## src/rtl/tle_pkg.sv

```systemverilog
`default_nettype none
package tle_pkg;

  // Line store never holds more than this many entries.
  localparam int unsigned MAX_STORE  = 16;
  localparam int unsigned LINE_DEPTH_DEF = 16;
  localparam int unsigned LEN_W      = 4;
  localparam int unsigned CFG_LINE_W = 5;

  // Character codes
  localparam logic [7:0] CH_BEL = 8'd7;
  localparam logic [7:0] CH_BS  = 8'd8;
  localparam logic [7:0] CH_LF  = 8'd10;
  localparam logic [7:0] CH_CR  = 8'd13;
  localparam logic [7:0] CH_NAK = 8'd21;
  localparam logic [7:0] CH_ESC = 8'd27;
  localparam logic [7:0] CH_SP  = 8'd32;
  localparam logic [7:0] CH_AST = 8'd42;
  localparam logic [7:0] CH_DEL = 8'd127;
  localparam logic [7:0] CH_PRINT_END = 8'd128;
  localparam logic [7:0] TN_WILL = 8'd251;
  localparam logic [7:0] TN_IAC  = 8'd255;

  // Result kinds (tuser)
  localparam logic [1:0] KIND_ECHO = 2'd0;
  localparam logic [1:0] KIND_LINE = 2'd1;
  localparam logic [1:0] KIND_END  = 2'd2;

  typedef enum logic [1:0] {
    CMD_ECHO,
    CMD_RUBOUT,
    CMD_LINE
  } cmd_op_e;

  // One work request from front to back.
  typedef struct packed {
    cmd_op_e          op;
    logic [7:0]       data;
    logic [LEN_W-1:0] cnt;
  } cmd_t;

  // Line store write port.
  typedef struct packed {
    logic             en;
    logic [LEN_W-1:0] addr;
    logic [7:0]       data;
  } store_wr_t;

endpackage
`default_nettype wire

```

## src/rtl/tle_front.sv

```systemverilog
`default_nettype none
module tle_front import tle_pkg::*; #(
  parameter int unsigned LINE_DEPTH = LINE_DEPTH_DEF
) (
  input  wire logic                  clk_i,
  input  wire logic                  rst_ni,
  input  wire logic                  rx_valid_i,
  output logic                       rx_ready_o,
  input  wire logic [7:0]            rx_byte_i,
  input  wire logic [CFG_LINE_W-1:0] max_line_i,
  input  wire logic                  hidden_i,
  input  wire logic                  q_ready_i,
  output logic                       q_push_o,
  output cmd_t                       q_cmd_o,
  output store_wr_t                  wr_o,
  input  wire logic                  line_done_i
);

  localparam int unsigned STORE_DEPTH = (LINE_DEPTH < MAX_STORE) ? LINE_DEPTH : MAX_STORE;
  localparam logic [CFG_LINE_W-1:0] STORE_LIM = CFG_LINE_W'(STORE_DEPTH);

  typedef enum logic [1:0] {
    PH_IDLE,
    PH_CMD,
    PH_OPT
  } phase_e;

  phase_e           phase_q, phase_d;
  logic [7:0]       prev_q, prev_d;
  logic [LEN_W-1:0] cnt_q, cnt_d;
  logic             pend_q, pend_d;

  logic                  accept;
  logic [CFG_LINE_W-1:0] lim;
  logic                  room;

  assign rx_ready_o = q_ready_i && !pend_q;
  assign accept     = rx_valid_i && rx_ready_o;
  assign lim        = (max_line_i > STORE_LIM) ? STORE_LIM : max_line_i;
  assign room       = ((CFG_LINE_W'(cnt_q) + CFG_LINE_W'(1)) < lim);

  always_comb begin
    phase_d  = phase_q;
    prev_d   = prev_q;
    cnt_d    = cnt_q;
    pend_d   = pend_q && !line_done_i;
    q_push_o = 1'b0;
    q_cmd_o  = '{op: CMD_ECHO, data: rx_byte_i, cnt: cnt_q};
    wr_o     = '{en: 1'b0, addr: cnt_q, data: rx_byte_i};
    if (accept) begin
      case (phase_q)
        PH_CMD: begin
          phase_d = (rx_byte_i >= TN_WILL && rx_byte_i != TN_IAC) ? PH_OPT : PH_IDLE;
        end
        PH_OPT: begin
          phase_d = PH_IDLE;
        end
        default: begin
          if ((rx_byte_i == CH_LF && prev_q == CH_CR) ||
              (rx_byte_i == CH_CR && prev_q == CH_LF)) begin
            prev_d = 8'd0;
          end else begin
            prev_d = rx_byte_i;
            if (rx_byte_i == TN_IAC) begin
              phase_d = PH_CMD;
            end else if (rx_byte_i inside {CH_CR, CH_LF}) begin
              q_push_o   = 1'b1;
              q_cmd_o.op = CMD_LINE;
              cnt_d      = '0;
              pend_d     = 1'b1;
            end else if (rx_byte_i inside {CH_BS, CH_DEL}) begin
              q_push_o = 1'b1;
              if (cnt_q == '0) begin
                q_cmd_o.op   = CMD_ECHO;
                q_cmd_o.data = CH_BEL;
              end else begin
                q_cmd_o.op  = CMD_RUBOUT;
                q_cmd_o.cnt = LEN_W'(1);
                cnt_d       = cnt_q - LEN_W'(1);
              end
            end else if (rx_byte_i inside {CH_ESC, CH_NAK}) begin
              if (cnt_q != '0) begin
                q_push_o   = 1'b1;
                q_cmd_o.op = CMD_RUBOUT;
                cnt_d      = '0;
              end
            end else if (rx_byte_i >= CH_SP && rx_byte_i < CH_PRINT_END) begin
              if (room) begin
                q_push_o     = 1'b1;
                q_cmd_o.data = hidden_i ? CH_AST : rx_byte_i;
                wr_o.en      = 1'b1;
                cnt_d        = cnt_q + LEN_W'(1);
              end
            end
          end
        end
      endcase
    end
  end

  always_ff @(posedge clk_i or negedge rst_ni) begin
    if (!rst_ni) begin
      phase_q <= PH_IDLE;
      prev_q  <= 8'd0;
      cnt_q   <= '0;
      pend_q  <= 1'b0;
    end else begin
      phase_q <= phase_d;
      prev_q  <= prev_d;
      cnt_q   <= cnt_d;
      pend_q  <= pend_d;
    end
  end

endmodule
`default_nettype wire

```

## src/rtl/tle_cmd_fifo.sv

```systemverilog
`default_nettype none
module tle_cmd_fifo import tle_pkg::*; (
  input  wire logic clk_i,
  input  wire logic rst_ni,
  input  wire logic push_i,
  input  wire cmd_t cmd_i,
  output logic      ready_o,
  input  wire logic pop_i,
  output logic      valid_o,
  output cmd_t      cmd_o
);

  cmd_t       mem_q [2];
  logic       wr_ptr_q, rd_ptr_q;
  logic [1:0] count_q;

  assign ready_o = (count_q != 2'd2);
  assign valid_o = (count_q != 2'd0);
  assign cmd_o   = mem_q[rd_ptr_q];

  always_ff @(posedge clk_i) begin
    if (push_i) begin
      mem_q[wr_ptr_q] <= cmd_i;
    end
  end

  always_ff @(posedge clk_i or negedge rst_ni) begin
    if (!rst_ni) begin
      wr_ptr_q <= 1'b0;
      rd_ptr_q <= 1'b0;
      count_q  <= 2'd0;
    end else begin
      if (push_i) wr_ptr_q <= !wr_ptr_q;
      if (pop_i)  rd_ptr_q <= !rd_ptr_q;
      case ({push_i, pop_i})
        2'b10:   count_q <= count_q + 2'd1;
        2'b01:   count_q <= count_q - 2'd1;
        default: count_q <= count_q;
      endcase
    end
  end

endmodule
`default_nettype wire

```

## src/rtl/tle_back.sv

```systemverilog
`default_nettype none
module tle_back import tle_pkg::*; (
  input  wire logic             clk_i,
  input  wire logic             rst_ni,
  input  wire logic             q_valid_i,
  input  wire cmd_t             q_cmd_i,
  output logic                  q_pop_o,
  output logic [LEN_W-1:0]      rd_addr_o,
  input  wire logic [7:0]       rd_data_i,
  output logic                  line_done_o,
  output logic                  out_valid_o,
  input  wire logic             out_ready_i,
  output logic [1:0]            out_kind_o,
  output logic [7:0]            out_byte_o,
  output logic [LEN_W-1:0]      out_len_o,
  output logic                  out_last_o
);

  typedef enum logic [2:0] {
    S_IDLE,
    S_ECHO,
    S_RUB,
    S_CRLF,
    S_TRIM,
    S_LINE,
    S_END
  } state_e;

  state_e           state_q;
  logic [7:0]       byte_q;
  logic [LEN_W-1:0] cnt_q;   // rubout groups left, or line length
  logic [LEN_W-1:0] idx_q;
  logic [1:0]       ph_q;
  logic             can_emit;

  assign can_emit    = !out_valid_o || out_ready_i;
  assign q_pop_o     = (state_q == S_IDLE) && q_valid_i;
  assign rd_addr_o   = (state_q == S_TRIM) ? (cnt_q - LEN_W'(1)) : idx_q;
  assign line_done_o = (state_q == S_END) && can_emit;

  always_ff @(posedge clk_i or negedge rst_ni) begin
    if (!rst_ni) begin
      state_q     <= S_IDLE;
      byte_q      <= 8'd0;
      cnt_q       <= '0;
      idx_q       <= '0;
      ph_q        <= 2'd0;
      out_valid_o <= 1'b0;
      out_kind_o  <= KIND_ECHO;
      out_byte_o  <= 8'd0;
      out_len_o   <= '0;
      out_last_o  <= 1'b0;
    end else begin
      if (out_ready_i) out_valid_o <= 1'b0;
      case (state_q)
        S_IDLE: begin
          if (q_valid_i) begin
            byte_q <= q_cmd_i.data;
            cnt_q  <= q_cmd_i.cnt;
            ph_q   <= 2'd0;
            case (q_cmd_i.op)
              CMD_RUBOUT: state_q <= S_RUB;
              CMD_LINE:   state_q <= S_CRLF;
              default:    state_q <= S_ECHO;
            endcase
          end
        end
        S_ECHO: begin
          if (can_emit) begin
            out_valid_o <= 1'b1;
            out_kind_o  <= KIND_ECHO;
            out_byte_o  <= byte_q;
            out_len_o   <= '0;
            out_last_o  <= 1'b1;
            state_q     <= S_IDLE;
          end
        end
        S_RUB: begin
          if (can_emit) begin
            out_valid_o <= 1'b1;
            out_kind_o  <= KIND_ECHO;
            out_byte_o  <= (ph_q == 2'd1) ? CH_SP : CH_BS;
            out_len_o   <= '0;
            out_last_o  <= (ph_q == 2'd2) && (cnt_q == LEN_W'(1));
            if (ph_q == 2'd2) begin
              ph_q  <= 2'd0;
              cnt_q <= cnt_q - LEN_W'(1);
              if (cnt_q == LEN_W'(1)) state_q <= S_IDLE;
            end else begin
              ph_q <= ph_q + 2'd1;
            end
          end
        end
        S_CRLF: begin
          if (can_emit) begin
            out_valid_o <= 1'b1;
            out_kind_o  <= KIND_ECHO;
            out_byte_o  <= (ph_q == 2'd0) ? CH_CR : CH_LF;
            out_len_o   <= '0;
            out_last_o  <= 1'b0;
            ph_q        <= 2'd1;
            if (ph_q != 2'd0) state_q <= S_TRIM;
          end
        end
        S_TRIM: begin
          // walk back over trailing spaces, one entry a cycle
          if (cnt_q != '0 && rd_data_i == CH_SP) begin
            cnt_q <= cnt_q - LEN_W'(1);
          end else begin
            idx_q   <= '0;
            state_q <= S_LINE;
          end
        end
        S_LINE: begin
          if (idx_q == cnt_q) begin
            state_q <= S_END;
          end else if (can_emit) begin
            out_valid_o <= 1'b1;
            out_kind_o  <= KIND_LINE;
            out_byte_o  <= rd_data_i;
            out_len_o   <= '0;
            out_last_o  <= 1'b0;
            idx_q       <= idx_q + LEN_W'(1);
          end
        end
        S_END: begin
          if (can_emit) begin
            out_valid_o <= 1'b1;
            out_kind_o  <= KIND_END;
            out_byte_o  <= 8'd0;
            out_len_o   <= cnt_q;
            out_last_o  <= 1'b1;
            state_q     <= S_IDLE;
          end
        end
        default: state_q <= S_IDLE;
      endcase
    end
  end

endmodule
`default_nettype wire

```

## src/rtl/terminal_line_editor.sv

```systemverilog
`default_nettype none
// Terminal line editor with telnet filter.
// Slave stream: one received terminal byte per beat (tdata[7:0]).
// Master stream: result beats. tuser = kind (0 echo, 1 line byte, 2 line
//   end), tdata[7:0] = byte, tdata[11:8] = trimmed line length on the end
//   marker, tlast marks the final beat caused by one input byte.
// APB port: reg 0 at 0x0 max_line (5 bits), reg 1 at 0x4 hidden_echo.
//   pready is tied high; write config only while the block is idle.
// Flow: the front filters and classifies each byte in the cycle it is
//   accepted and pushes at most one command into a 2-deep queue; the back
//   expands commands into beats through a single output register.
// Input to output: queue, back command registers, output register.
// Throughput: one input beat per cycle while the queue has room; the back
//   drives one beat per cycle while the master accepts beats. Beats per
//   command: echo 1, rubout 3 per char, line 2 + len + 1 with len the
//   trimmed length. The back fetches each command from the queue first,
//   and a line end walks back over trailing spaces, then walks the store
//   to send the line. New input is held off from a line end until its end
//   marker is sent, since the store is reused.
// Reset: line empty, filter idle, max_line 16, hidden_echo 0, no beats.
// Stall: master tready low holds the output beat; the queue then fills and
//   the slave tready drops.
module terminal_line_editor import tle_pkg::*; #(
  parameter int unsigned LINE_DEPTH = LINE_DEPTH_DEF
) (
  input  wire logic        clk_i,
  input  wire logic        rst_ni,
  // input stream
  input  wire logic        s_axis_tvalid_i,
  output logic             s_axis_tready_o,
  input  wire logic [7:0]  s_axis_tdata_i,   // [7:0] rx_byte
  // output stream
  output logic             m_axis_tvalid_o,
  input  wire logic        m_axis_tready_i,
  output logic [15:0]      m_axis_tdata_o,   // [7:0] out_byte, [11:8] line_length
  output logic [1:0]       m_axis_tuser_o,   // [1:0] item_kind
  output logic             m_axis_tlast_o,
  // configuration
  input  wire logic        psel_i,
  input  wire logic        penable_i,
  input  wire logic        pwrite_i,
  input  wire logic [2:0]  paddr_i,
  input  wire logic [31:0] pwdata_i,
  output logic [31:0]      prdata_o,
  output logic             pready_o
);

  localparam int unsigned STORE_DEPTH = (LINE_DEPTH < MAX_STORE) ? LINE_DEPTH : MAX_STORE;
  localparam int unsigned ADDR_W      = $clog2(STORE_DEPTH);
  localparam logic        REG_MAX_LINE = 1'b0;
  localparam logic        REG_HIDDEN   = 1'b1;

  // config registers
  logic [CFG_LINE_W-1:0] max_line_q;
  logic                  hidden_q;
  logic                  cfg_wr;

  assign pready_o = 1'b1;
  assign cfg_wr   = psel_i && penable_i && pwrite_i;

  always_ff @(posedge clk_i or negedge rst_ni) begin
    if (!rst_ni) begin
      max_line_q <= CFG_LINE_W'(16);
      hidden_q   <= 1'b0;
    end else if (cfg_wr) begin
      case (paddr_i[2])
        REG_MAX_LINE: max_line_q <= pwdata_i[CFG_LINE_W-1:0];
        default:      hidden_q   <= pwdata_i[0];
      endcase
    end
  end

  always_comb begin
    case (paddr_i[2])
      REG_HIDDEN: prdata_o = {31'd0, hidden_q};
      default:    prdata_o = {{(32-CFG_LINE_W){1'b0}}, max_line_q};
    endcase
  end

  // line store: written by the front, read by the back
  logic [7:0]       line_store_q [STORE_DEPTH];
  store_wr_t        wr;
  logic [LEN_W-1:0] rd_addr;
  logic [7:0]       rd_data;

  always_ff @(posedge clk_i) begin
    if (wr.en) begin
      line_store_q[wr.addr[ADDR_W-1:0]] <= wr.data;
    end
  end
  assign rd_data = line_store_q[rd_addr[ADDR_W-1:0]];

  // front -> queue -> back
  logic q_push, q_ready, q_pop, q_valid, line_done;
  cmd_t push_cmd, pop_cmd;

  tle_front #(.LINE_DEPTH(LINE_DEPTH)) u_front (
    .clk_i      (clk_i),
    .rst_ni     (rst_ni),
    .rx_valid_i (s_axis_tvalid_i),
    .rx_ready_o (s_axis_tready_o),
    .rx_byte_i  (s_axis_tdata_i),
    .max_line_i (max_line_q),
    .hidden_i   (hidden_q),
    .q_ready_i  (q_ready),
    .q_push_o   (q_push),
    .q_cmd_o    (push_cmd),
    .wr_o       (wr),
    .line_done_i(line_done)
  );

  tle_cmd_fifo u_fifo (
    .clk_i  (clk_i),
    .rst_ni (rst_ni),
    .push_i (q_push),
    .cmd_i  (push_cmd),
    .ready_o(q_ready),
    .pop_i  (q_pop),
    .valid_o(q_valid),
    .cmd_o  (pop_cmd)
  );

  logic [7:0]       out_byte;
  logic [LEN_W-1:0] out_len;

  tle_back u_back (
    .clk_i      (clk_i),
    .rst_ni     (rst_ni),
    .q_valid_i  (q_valid),
    .q_cmd_i    (pop_cmd),
    .q_pop_o    (q_pop),
    .rd_addr_o  (rd_addr),
    .rd_data_i  (rd_data),
    .line_done_o(line_done),
    .out_valid_o(m_axis_tvalid_o),
    .out_ready_i(m_axis_tready_i),
    .out_kind_o (m_axis_tuser_o),
    .out_byte_o (out_byte),
    .out_len_o  (out_len),
    .out_last_o (m_axis_tlast_o)
  );

  assign m_axis_tdata_o = {4'd0, out_len, out_byte};

endmodule
`default_nettype wire

```

## config.mk

```make
export PLATFORM = sky130hd
export DESIGN_NAME = terminal_line_editor
export DESIGN_NICKNAME = d
export VERILOG_FILES = /design/src/rtl/tle_pkg.sv /design/src/rtl/tle_front.sv /design/src/rtl/tle_cmd_fifo.sv /design/src/rtl/tle_back.sv /design/src/rtl/terminal_line_editor.sv
export SDC_FILE = /design/constraint.sdc
export NUM_CORES = 1
export LEC_CHECK = 0
export ABC_AREA = 1
export CORE_MARGIN = 2
export CORE_UTILIZATION = 55
export CTS_BUF_LIST = sky130_fd_sc_hd__clkbuf_8
export DETAILED_ROUTE_END_ITERATION = 10
export DONT_BUFFER_PORTS = 1
export PLACE_DENSITY = 0.7
export SYNTH_ARGS = -nofsm -noshare
export SYNTH_HDL_FRONTEND = slang
export SYNTH_SLANG_ARGS = --single-unit
```

## constraint.sdc

```tcl
create_clock -name clk_i -period 6.7 [get_ports clk_i]
set_clock_uncertainty 0.2 [all_clocks]
set_input_delay 0.67 -clock clk_i [delete_from_list [all_inputs] [get_ports clk_i]]
set_output_delay 0.67 -clock clk_i [all_outputs]
set_load 0.1 [all_outputs]
```

Word-level counts from Yosys, hierarchy flattened
Memories as Yosys holds them, arrays and structs flattened. Cells that the tools add are included.

Multiply operators: 0. Add/sub/neg operators: 8. Bitwise operators: 4. Magnitude comparators: 5. Shift-type cells: 0. Divide/modulo/power cells: 0. Reductions and logical operators: 58. Mux-type cells: 110. Eq/ne operators: 46.

Operators with widths (count): two-way mux 8 bit (12); two-way mux 4 bit (20); two-way mux 14 bit (4); == test 8 x 4 -> 1 bit (second input constant) (5); case mux 8 bit (5 select lines) (1); two-way mux 1 bit (36); two-way mux 3 bit (10); != test 2 x 1 -> 1 bit (second input constant) (12); case mux 4 bit (3 select lines) (2); two-way mux 2 bit (11); nonzero test 4 bit (5); case mux 3 bit (6 select lines) (1); == test 8 x 5 -> 1 bit (second input constant) (2); nonzero test 2 bit (7); logical AND 1 bit (13); two-way mux 12 bit (1); case mux 2 bit (2 select lines) (3); case mux 2 bit (3 select lines) (2); AND reduction 4 bit (3); nonzero test 3 bit (4); two-way mux 10 bit (1); two-way mux 5 bit (2); AND reduction 5 bit (2); == test 3 bit (second input constant) (3); other kinds (43) (69).

Output and inout bits: 54. RAM bits: 156. Input port bits: 50. Bits in latches: 0. Logic and storage cells: 252. Memories: 2. Memory bits (read-only): 0. Bits in registers: 62.

Memories: line_store_q (words 16, bits a word 8, read ports 1, clocked after memory_dff 0, wr ports 1, RTL line terminal_line_editor.sv:81) `logic [7:0] line_store_q [STORE_DEPTH];`; u_fifo.mem_q (words 2, bits a word 14, read ports 1, clocked after memory_dff 0, wr ports 1, RTL line tle_cmd_fifo.sv:13) `cmd_t mem_q [2];`.

Logic depth before layout (Yosys ltp)
Word-level depth: 14. Depth in mapped cells: 18. Depth with buffers taken out: 18.

By module
A second synthesis with hierarchy kept.

Cell total of the unflattened synthesis: 1270. Area, all modules: 11193.2 um^2.

By module, submodules not included: terminal_line_editor (cells each 611, area an instance 6120.9 um^2, seq. area each 3995.1 um^2, times used 1); tle_back (cells each 297, area an instance 2188.3 um^2, seq. area each 925.9 um^2, times used 1); tle_front (cells each 265, area an instance 1626.6 um^2, seq. area each 375.4 um^2, times used 1); tle_cmd_fifo (cells each 97, area an instance 1257.5 um^2, seq. area each 940.9 um^2, times used 1).

Worst setup path before layout
Ideal clock, no wire load.

Path kind: reg2reg. From: register u_fifo.count_q[0]. To: memory u_fifo.mem_q[1][0] (netlist name), enable pin. Data required time: 6114 ps. Path slack: 2405 ps. Clock period less this slack: 4295 ps. Cell stages (with the launch flop): 9. Path buffers: 0. Arrival time: 3709 ps. Library setup time: 386 ps. Cells stage by stage: dfrtp_1 -> inv_1 -> a21oi_1 -> nand2_1 -> nor2_1 -> nand3_1 -> nor2_1 -> inv_1 -> nor2_1.

Cells in the longest elaborated chain, start to end: 6.

RTL lines: start: declaration (RTL line tle_cmd_fifo.sv:15) `logic [1:0] count_q;`; start signal: assignment (RTL line tle_cmd_fifo.sv:36) `2'b10: count_q <= count_q + 2'd1;`; start signal: assignment (RTL line tle_cmd_fifo.sv:37) `2'b01: count_q <= count_q - 2'd1;`; start signal: assignment (RTL line tle_cmd_fifo.sv:38) `default: count_q <= count_q;`; != test 2 bit (RTL line tle_cmd_fifo.sv:17) `assign ready_o = (count_q != 2'd2);`; logical AND 1 bit (RTL line tle_front.sv:37) `assign rx_ready_o = q_ready_i && !pend_q;`; via s_axis_tready_o (RTL line terminal_line_editor.sv:30) `output logic s_axis_tready_o,`; logical AND 1 bit (RTL line tle_front.sv:38) `assign accept = rx_valid_i && rx_ready_o;`; two-way mux 1 bit (RTL line tle_front.sv:50) `if (accept) begin`; two-way mux 1 bit (RTL line tle_cmd_fifo.sv:22) `if (push_i) begin`; two-way mux 1 bit (not written as such) (RTL line tle_cmd_fifo.sv:23) `mem_q[wr_ptr_q] <= cmd_i;`; end: declaration (RTL line tle_cmd_fifo.sv:13).

The timed path passes the listed nets, and every way through them passes these cells.

Final worst setup path
From: register u_fifo.count_q[0]. To: memory u_fifo.mem_q[0][3] (netlist name), enable pin.

Same word-level chain as after synthesis.

==> results.md <==
* Slew margin rel. at 21.3%
* Post-CTS Setup Inserts at 0
* Min-Delay Path Depth at 0
* Syn Inst Count at 1108
* CP Capture Type: flop
* Synth Cell Area at roughly 0.011 sq mm
* Final Max Slew Viols at 0
* Yosys warnings at 0
* Crit path required time at 6.64 ns
* Asr flop ratio synth at 28.4%
* CTS Root Cell: clkbuf_8
* Peak supply drop at 0.000178 V
* GRT overflow at 0
* Seq/Total Area, Yosys at 59.1%
* RSZ-0062 raised after global routing: no
* F_max at 249 MHz
* CP Data Arrival Time at 3.96 ns
* CTS tree: built
* Inserted Diodes at 0
* Initial DRC Count at 758
* Core box area at 0.0188 sq mm
* Clock latency on the worst-skew pair at 0.53 ns
* Final Setup Violations at 0
* Slowest CP cell: nor2_1
* Area added between synthesis and finish at 7.48%
* Distinct cells, synth at 48
* MaxCap Viol Count at 0
* Hold crit path type: primary input to flop
* P per Cell Area at 432 mW/mm^2
* Most common cell after layout, fill and taps aside: nand2_1
* Final ANT Viol Nets at 0
* Initial Utilization at 56.2%
* Most frequent cells in the layout: nand2_1, inv_1, edfxtp_1, nand3_1, nor2_1
* Post-route DRC at 0
* CP Cell Sequence: inv_1, a21oi_2, buf_4, nand2_1, nor2_1, nand3_1, nor2_1, inv_1, nor2_1
* Worst path max stage delay at 0.83 ns
* Full die area at 0.0203 sq mm
* Clock Tree Buf Depth at 3
* Crit Path Class: flop to flop
* CP Max Fanout at 16
* Post-synth EDFFs at 156
* Wire length per cell at ~17 microns
* Crit-path most repeated cell: nor2_1
* Port Buffers at 0
* P_leak at between 4 and 5 nW
* CP bufs+invs at 3
* R2r worst-path depth at 9
* Crit path launch type: flop
* Final WL at 22800 microns
* Largest net degree at the start of global routing at 63
* Boundary Pins at 104
* Setup slack, reg-to-reg at approximately 2.7 ns
* Syn_area_per_cell at 9.52 sq um
* Total CTS buffers at 36
* Final nets at between 1000 and 1500
* Final Wtd Congestion at 0.911
* Detailed-route via count at 7365
* Via density at 5.33
* GRT Total Usage at 23.1%
* Final worst path period need at 4.02 ns
* Final HPWL DP at around 15000 microns
* Number of global-route vias before repair at 6781
* Outcome: complete, no violations
* Total power at roughly 4.9 mW
* H-tree Lvls at 2
* First-pass GRT wire length at 36100 microns
* Primary FF master, synth: edfxtp_1
* Levels on crit path at 9
* Ratio of cells with drive above 1 in the final layout at 7.85%
* Setup_tns at 0 ns
* Worst-margin pin slew at 1.18 ns
* Final hold vios at 0
* Die Ht at 142 microns
* Yosys reg bits at 218
* Worst-path clk slew at 0.06 ns
* CTS Sinks at approximately 220
* Final Cycle Share at approximately 60%
* Rows at 50
* CP delay by family, top: simple AND/OR/NAND/NOR gates
* Filler cells at ~1600
* Die Span X at 142 microns
* 1st-pass router iterations at 7
* Initial antenna violation count at 0
[timing repair]
action	4_1_cts	5_1_grt
hold buffers	2	0
resized for setup	0	0
setup endpoints to repair	0	0
hold endpoints to repair	62	0
[power by group]
group	leakage, nW	internal (mW)	switching, mW
clock	0.401	0.607	0.517
combinational	2.42	0.498	1.22
sequential	2.18	1.65	0.406
total	5.00	2.75	2.14
[logic make-up after synthesis]
| kind of cell | count (synthesis) | share of synthesized area, % |
|---|---|---|
| buffers and inverters | 233 | 9.99 |
| DFF | 218 | 59.1 |
| and+or+nand+nor | 502 | 20.5 |
| xor gates and xnor gates | 15 | 1.25 |
| adders and majority gates | 15 | 1.78 |
| other | 2 | 0.0712 |
| muxes | 3 | 0.297 |
| AOI/OAI and AO/OA | 120 | 6.99 |
[layout make-up]
cell class | instances | area (sq um) | share of cell area, %
Clock buffer | 45 | 619 | 5.46
Multi-Input combinational cell | 687 | 3390 | 29.9
Inverter | 169 | 634 | 5.60
Clock inverter | 21 | 91.3 | 0.806
Tap cell | 234 | 293 | 2.58
Sequential cell | 218 | 6240 | 55.0
Timing Repair Buffer | 7 | 75.1 | 0.662
[through the flow]
stage	cells	cell area, sq um	util (%)	hold WS, ns	worst slack, ns
2_1_floorplan	1138	10700	-	0.174	2.41
3_3_place_gp	1313	10600	56.4	0.176	2.69
3_5_place_dp	1313	10600	56.4	0.176	2.68
4_1_cts	1381	11300	60.4	0.00760	2.66
5_1_grt	1381	11300	60.4	0.00572	2.36
6_report	1381	11300	60.4	0.0337	2.68
[Yosys cell counts, types with 2 or more instances]
| library cell | count | area [sq um] |
|---|---|---|
| a211oi_1 | 3 | 22.5 |
| a21oi_1 | 30 | 150 |
| a221oi_1 | 2 | 17.5 |
| a22oi_1 | 5 | 37.5 |
| a31oi_1 | 3 | 18.8 |
| a32oi_1 | 2 | 17.5 |
| buf_2 | 5 | 25.0 |
| buf_4 | 38 | 285 |
| buf_6 | 4 | 45.0 |
| clkbuf_1 | 17 | 63.8 |
| conb_1 | 2 | 7.51 |
| dfrtp_1 | 61 | 1530 |
| edfxtp_1 | 156 | 4680 |
| ha_1 | 15 | 188 |
| inv_1 | 164 | 616 |
| inv_2 | 4 | 15.0 |
| mux2i_1 | 2 | 20.0 |
| nand2_1 | 247 | 927 |
| nand2_2 | 7 | 43.8 |
| nand2_4 | 2 | 22.5 |
| nand3_1 | 132 | 661 |
| nand3_2 | 2 | 20.0 |
| nand4_1 | 5 | 31.3 |
| nor2_1 | 85 | 319 |
| nor2_4 | 2 | 22.5 |
| nor3_1 | 12 | 60.1 |
| nor4_1 | 2 | 12.5 |
| o211ai_1 | 8 | 60.1 |
| o21ai_0 | 41 | 205 |
| o21ai_1 | 2 | 10.0 |
| o21ai_2 | 4 | 35.0 |
| o22ai_1 | 6 | 37.5 |
| o31ai_1 | 9 | 67.6 |
| or2_2 | 2 | 12.5 |
| xnor2_1 | 6 | 52.6 |
| xor2_1 | 9 | 78.8 |
[routing by layer]
| metal | share of wire (%) | wire length [microns] | global-route usage [%] | vias to the layer above |
|---|---|---|---|---|
| li1 | - | - | - | 3636 |
| met1 | 44 | 9960 | 33.2 | 3403 |
| met2 | 46 | 10500 | 35.8 | 289 |
| met3 | 8.4 | 1920 | 5.08 | 37 |
| met4 | 1.9 | 424 | 6.41 | 0 |
| met5 | 0 | 0 | 0 | - |
[registers in the layout, indices dropped and copies added (netlist names), 3 cells and up]
signal	cells
line_store_q	128
u_back.cnt_q	4
u_front.cnt_q	4
max_line_q	5
u_back.out_byte_o	8
u_front.prev_q	8
u_back.out_len_o	4
u_back.state_q	3
u_back.idx_q	4
u_back.byte_q	8
u_fifo.mem_q	28
[worst paths after layout]
check / from / to
min in group asynchronous: rst_ni / u_back.out_last_o$_DFFE_PN0P_
max reg2reg: u_fifo.count_q[0]$_DFFE_PN0P_ / u_fifo.mem_q[0][3]$_DFFE_PP_
max: u_fifo.count_q[0]$_DFFE_PN0P_ / u_fifo.mem_q[0][3]$_DFFE_PP_
max in group asynchronous: rst_ni / max_line_q[4]$_DFFE_PN1P_
min: s_axis_tdata_i[6] / line_store_q[13][6]$_DFFE_PP_
min reg2reg: u_back.byte_q[4]$_DFFE_PN0P_ / u_back.byte_q[4]$_DFFE_PN0P_
No activity file was read; power rests on OpenSTA's default activity.
